## config.mk

```make
export PLATFORM = sky130hd
export DESIGN_NAME = vfc_ctrl
export DESIGN_NICKNAME = d
export VERILOG_FILES = /design/src/rtl/vfc_pkg.sv /design/src/rtl/vfc_ctrl.sv
export SDC_FILE = /design/constraint.sdc
export NUM_CORES = 1
export LEC_CHECK = 0
export BUFFER_PORTS_ARGS = -buffer_cell sky130_fd_sc_hd__buf_2
export CAP_MARGIN = 0
export CORE_MARGIN = 2
export CORE_UTILIZATION = 54
export DETAILED_ROUTE_END_ITERATION = 8
export PLACE_DENSITY_LB_ADDON = 0.2
export SLEW_MARGIN = 10
export SYNTH_ARGS = -nofsm -noshare
export SYNTH_HDL_FRONTEND = slang
export SYNTH_SLANG_ARGS = --single-unit
```

## constraint.sdc

```tcl
create_clock -name clk -period 2.7 [get_ports clk]
set_input_delay 0.54 -clock clk [delete_from_list [all_inputs] [get_ports clk]]
set_output_delay 0.54 -clock clk [all_outputs]
set_load 0.005 [all_outputs]
```

## src/rtl/vfc_pkg.sv

```systemverilog
// Shared types, codes and helpers for the view frustum culling block.
`default_nettype none

package vfc_pkg;

    localparam int PLANES      = 6;
    localparam int DATA_W      = 32;
    localparam int MAG_W       = 33;
    localparam int OPD_W       = 33;
    localparam int PROD_W      = 66;
    localparam int ACC_W       = 68;
    localparam int SQ_W        = 64;
    localparam int ROOT_W      = 32;
    localparam int TDATA_IN_W  = 232;
    localparam int TUSER_W     = 3;
    localparam int TDATA_OUT_W = 8;

    // Operation codes carried in tuser
    localparam logic [2:0] OP_LOAD    = 3'd0;
    localparam logic [2:0] OP_POINT   = 3'd1;
    localparam logic [2:0] OP_SPHERE  = 3'd2;
    localparam logic [2:0] OP_BOX     = 3'd3;
    localparam logic [2:0] OP_VISIBLE = 3'd4;

    // Containment codes
    localparam logic [1:0] CONT_INSIDE  = 2'd0;
    localparam logic [1:0] CONT_ISECT   = 2'd1;
    localparam logic [1:0] CONT_OUTSIDE = 2'd2;

    localparam logic [1:0] ROW_LAST   = 2'd3;
    localparam logic [1:0] AXIS_CONST = 2'd3;
    localparam logic [1:0] AXIS_Z     = 2'd2;
    localparam logic [2:0] PLANE_LAST = 3'(PLANES - 1);

    localparam logic [DATA_W-1:0] SAT_MAX = 32'h7FFF_FFFF;
    localparam logic [DATA_W-1:0] SAT_MIN = 32'h8000_0000;

    typedef struct packed {
        logic       capture;
        logic       row_wr;
        logic       raw;
        logic       sq_mul;
        logic       acc_clr;
        logic       acc_add;
        logic       sqrt_go;
        logic       div_go;
        logic       plane_wr;
        logic       q_init;
        logic       const_ld;
        logic       q_mul;
        logic       q_eval;
        logic       push;
        logic [2:0] plane;
        logic [1:0] axis;
    } vfc_cmd_t;

    typedef struct packed {
        logic [2:0] op;
        logic [1:0] row;
        logic       sqrt_busy;
        logic       div_busy;
        logic       out_full;
    } vfc_stat_t;

    // Matrix row combined with row 3 for each plane
    function automatic logic [1:0] src_row(input logic [2:0] plane);
        return plane[2:1];
    endfunction

    // Planes built as row 3 minus the source row
    function automatic logic src_neg(input logic [2:0] plane);
        logic neg;
        case (plane)
            3'd1, 3'd2, 3'd5: neg = 1'b1;
            default:          neg = 1'b0;
        endcase
        return neg;
    endfunction

endpackage

`default_nettype wire

```

## src/rtl/vfc_ctrl.sv

```systemverilog
// Controller: sequences plane extraction after a load of row 3 and the six-plane walk of a query.
`default_nettype none

module vfc_ctrl (
    input  logic               clk,
    input  logic               rst_n,
    input  logic               in_valid,
    output logic               in_ready,
    input  vfc_pkg::vfc_stat_t stat,
    output vfc_pkg::vfc_cmd_t  cmd
);
    import vfc_pkg::*;

    typedef enum logic [3:0] {
        S_IDLE,
        S_DISP,
        S_QCONST,
        S_QMUL,
        S_QACC,
        S_QEVAL,
        S_PUSH,
        S_XRAW,
        S_XSQ,
        S_XSQACC,
        S_XSQRT,
        S_XSQW,
        S_XDIV,
        S_XDIVW,
        S_XWR
    } state_t;

    state_t     state_reg, state_next;
    logic [2:0] plane_reg, plane_next;
    logic [1:0] axis_reg, axis_next;

    always_comb
    begin
        state_next = state_reg;
        plane_next = plane_reg;
        axis_next  = axis_reg;
        cmd        = '0;
        cmd.plane  = plane_reg;
        cmd.axis   = axis_reg;
        in_ready   = (state_reg == S_IDLE);

        case (state_reg)
            S_IDLE:
            begin
                if (in_valid)
                begin
                    cmd.capture = 1'b1;
                    state_next  = S_DISP;
                end
            end
            S_DISP:
            begin
                plane_next = '0;
                case (stat.op)
                    OP_LOAD:
                    begin
                        cmd.row_wr = 1'b1;
                        state_next = (stat.row == ROW_LAST) ? S_XRAW : S_IDLE;
                    end
                    OP_POINT, OP_SPHERE, OP_BOX, OP_VISIBLE:
                    begin
                        cmd.q_init = 1'b1;
                        state_next = S_QCONST;
                    end
                    default:
                    begin
                        state_next = S_IDLE;
                    end
                endcase
            end
            S_QCONST:
            begin
                cmd.axis     = AXIS_CONST;
                cmd.const_ld = 1'b1;
                axis_next    = '0;
                state_next   = S_QMUL;
            end
            S_QMUL:
            begin
                cmd.q_mul   = 1'b1;
                cmd.acc_add = (axis_reg != 2'd0);
                if (axis_reg == AXIS_Z)
                    state_next = S_QACC;
                else
                    axis_next = axis_reg + 2'd1;
            end
            S_QACC:
            begin
                cmd.acc_add = 1'b1;
                state_next  = S_QEVAL;
            end
            S_QEVAL:
            begin
                cmd.q_eval = 1'b1;
                if (plane_reg == PLANE_LAST)
                    state_next = S_PUSH;
                else
                begin
                    plane_next = plane_reg + 3'd1;
                    state_next = S_QCONST;
                end
            end
            S_PUSH:
            begin
                if (!stat.out_full)
                begin
                    cmd.push   = 1'b1;
                    state_next = S_IDLE;
                end
            end
            S_XRAW:
            begin
                cmd.raw     = 1'b1;
                cmd.acc_clr = 1'b1;
                axis_next   = '0;
                state_next  = S_XSQ;
            end
            S_XSQ:
            begin
                cmd.sq_mul  = 1'b1;
                cmd.acc_add = (axis_reg != 2'd0);
                if (axis_reg == AXIS_Z)
                    state_next = S_XSQACC;
                else
                    axis_next = axis_reg + 2'd1;
            end
            S_XSQACC:
            begin
                cmd.acc_add = 1'b1;
                state_next  = S_XSQRT;
            end
            S_XSQRT:
            begin
                cmd.sqrt_go = 1'b1;
                state_next  = S_XSQW;
            end
            S_XSQW:
            begin
                if (!stat.sqrt_busy)
                begin
                    axis_next  = '0;
                    state_next = S_XDIV;
                end
            end
            S_XDIV:
            begin
                cmd.div_go = 1'b1;
                state_next = S_XDIVW;
            end
            S_XDIVW:
            begin
                if (!stat.div_busy)
                    state_next = S_XWR;
            end
            S_XWR:
            begin
                cmd.plane_wr = 1'b1;
                if (axis_reg == AXIS_CONST)
                begin
                    if (plane_reg == PLANE_LAST)
                        state_next = S_IDLE;
                    else
                    begin
                        plane_next = plane_reg + 3'd1;
                        state_next = S_XRAW;
                    end
                end
                else
                begin
                    axis_next  = axis_reg + 2'd1;
                    state_next = S_XDIV;
                end
            end
            default:
            begin
                state_next = S_IDLE;
            end
        endcase
    end

    always_ff @(posedge clk or negedge rst_n)
    begin
        if (!rst_n)
        begin
            state_reg <= S_IDLE;
            plane_reg <= '0;
            axis_reg  <= '0;
        end
        else
        begin
            state_reg <= state_next;
            plane_reg <= plane_next;
            axis_reg  <= axis_next;
        end
    end

endmodule

`default_nettype wire

```

==> flow_metrics.env <==
export IMPL_status="complete, no violations"
export IMPL_drcViolationCount=0
export IMPL_vias=940
export IMPL_grt_use_total_pct=24.1
export IMPL_hold_viol=0
export IMPL_clock_path_buffers=2
export IMPL_cts_buffers=3
export IMPL_cts_hold_buffers_added=0
export IMPL_setup_viol=0
export IMPL_critPathKind="reg2out"
export IMPL_start_util_pct=56.7
export IMPL_cts_htree_levels=1
export IMPL_worst_slew_pin_slew_ns=0.557
export IMPL_num_rows=15
export IMPL_p_switching_uw=505
export IMPL_fin_setup_tns_ns=0
export IMPL_syn_to_final_growth_pct=15.0
export IMPL_synth_edf_count=0
export IMPL_rsz0062_at_grt="false"
export IMPL_cp_arrival_ns=1.87
export IMPL_grt_max_degree=22
export IMPL_switching_share_pct=48.8
export IMPL_peakVddDrop_mv=0.545
export IMPL_avgViaCountPerCell=5.88
export IMPL_syn_area_sq_um=958
export IMPL_seq_area_frac_synth_pct=23.5
export IMPL_fin_ws_ns=0.292
export IMPL_intPower_uw=531
export IMPL_rr_startpoint="state_reg[0]"
export IMPL_final_nets=160
export IMPL_fmax_mhz=415
export IMPL_die_h_um=46.1
export IMPL_synth_nets=133
export IMPL_clock_latency_ns=0.27
export IMPL_syn_instance_count=117
export IMPL_reg2reg_depth=4
export IMPL_cts_setup_buffers=0
export IMPL_p_leak_uw=0.000562
export IMPL_place_congestion=0.821
export IMPL_routedWlPerCell_um=13.8
export IMPL_grt_antenna_before_repair=0
export IMPL_crit_fanout=21
export IMPL_synthFlopType="dfrtp_1"
export IMPL_rrSetupSlack_ns=0.76
export IMPL_grt_pass1_vias=801
export IMPL_grt_overflow=0
export IMPL_detail_route_antenna_nets=0
export IMPL_clk_pin_slew_ns=0.06
export IMPL_slew_viol_final=0
export IMPL_cts_root_buf="clkbuf_4"
export IMPL_r2r_end="state_reg[1]"
export IMPL_fin_worst_skew_ns=0.00440
export IMPL_cp_end_kind="primary output"
export IMPL_clkSinkCount=9
export IMPL_cts_resized=0
export IMPL_die_w_um=46.1
export IMPL_hp_class="in2async"
export IMPL_seq_power_share_pct=29.5
export IMPL_synth_seq_cells=9
export IMPL_place_ws_ns=0.592
export IMPL_synthArstFlopShare_pct=100
export IMPL_core_sq_mm=0.00169
export IMPL_diodes=0
export IMPL_finalCritPeriodShare_pct=89.2
export IMPL_cts_tree="done"
export IMPL_clockPowerShare_pct=10.0
export IMPL_max_cap_violations=0
export IMPL_cp_startpoint="state_reg[0]"
export IMPL_period_needed_ns=2.41
export IMPL_p_comb_share_pct=60.5
export IMPL_required_ns=2.16
export IMPL_routed_wl_um=2200
export IMPL_drt_iter0_drc=25
export IMPL_fillers=177
export IMPL_p_per_area_mw_per_mm2=940
export IMPL_firstDrtPassIters=4
export IMPL_cp_start_kind="flop"
export IMPL_largest_reg_flops=4
export IMPL_drive_above_1_share_pct=32.9
export IMPL_port_buffers=30
export IMPL_pin_count=31
export IMPL_ys_types=49
export IMPL_dp_hpwl_um=1650
export IMPL_relSlewSlack_pct=62.8
export IMPL_dieArea_sq_mm=0.00213
export IMPL_grt_pass1_wl_um=3590
export IMPL_avgSynthCellArea_sq_um=8.19
export IMPL_yosys_warnings=0
-- area by class of cell --
cell class | count | area (sq um) | area share, %
Clock buffer | 3 | 22.5 | 2.04
Clock inverter | 1 | 5.00 | 0.454
Inverter | 10 | 37.5 | 3.41
Sequential cell | 9 | 225 | 20.4
Multi-Input combinational cell | 89 | 633 | 57.4
Timing Repair Buffer | 31 | 158 | 14.3
Tap cell | 17 | 21.3 | 1.93
-- cell families (layout without fill, tap and decap cells) --
logic type,Yosys count,in the layout,synth area share [%]
and+or+nand+nor,52,52,31.3
AOI/OAI and AO/OA,26,26,22.1
buffers and inverters,19,45,10.4
DFF,9,9,23.5
adders and majority gates,5,5,6.53
muxes,5,5,5.22
xor gates and xnor gates,1,1,0.914
-- power by group through the flow --
stage          Sequential [uW]  Clock [uW]  Combinational (uW)
5_1_grt                    322         122                 712
2_1_floorplan              219           0                 574
3_3_place_gp               302           0                 607
6_report                   306         104                 627
3_5_place_dp               306           0                 624
4_1_cts                    302         107                 627
-- Yosys cell counts, types with 4 or more instances --
library cell,instances,area share (%)
nand2_1,17,6.7
inv_1,10,3.9
dfrtp_1,9,23
nor2_1,9,3.5
buf_4,5,3.9
ha_1,5,6.5
mux2i_1,5,5.2
nor3_1,4,2.1
o211ai_1,4,3.1
o21ai_0,4,2.1
-- metal layers --
layer  part of all wire, %  wire, um  track usage [%]
met1                    46      1000             32.7
met2                    48      1060             36.9
met3                   5.5       120             7.45
met4                  0.59        13             6.29
met5                     0         0                0
-- per-stage QoR --
step | area (sq um) | hold slack (ns) | utilization [%] | cells | total power, uW
floorplan | 958 | 0.244 | - | 117 | 793
global placement | 1070 | 0.401 | 63.6 | 156 | 909
detailed placement | 1070 | 0.403 | 63.6 | 156 | 929
CTS | 1100 | 0.120 | 65.3 | 160 | 1040
global route | 1100 | 0.105 | 65.3 | 160 | 1160
finish | 1100 | 0.116 | 65.3 | 160 | 1040
-- how the worst max path moves through the flow --
stage / to / slack (ns)
global placement: cmd[9] / 0.63
detailed placement: cmd[17] / 0.59
CTS: cmd[17] / 0.30
finish: cmd[17] / 0.29
global route: cmd[9] / 0.13
floorplan: cmd[0] / 0.96
-- cell usage in the layout (no fill, tap or decap), types with 2 or more instances in the layout --
cell type,count
buf_2,30
nand2_1,17
inv_1,10
nor2_1,9
dfrtp_1,9
mux2i_1,5
ha_1,5
nor3_1,4
o21ai_0,4
o211ai_1,4
clkbuf_4,3
or3_4,2
or3_1,2
nand2b_1,2
a21oi_1,2
o32ai_1,2
-- worst max-delay path, stage by stage (launching register included) --
cell and delay (ns):
dfrtp_1 0.69, or4b_1 0.65, nor2_1 0.14, buf_2 0.12
No activity file was read; power rests on OpenSTA's default activity.
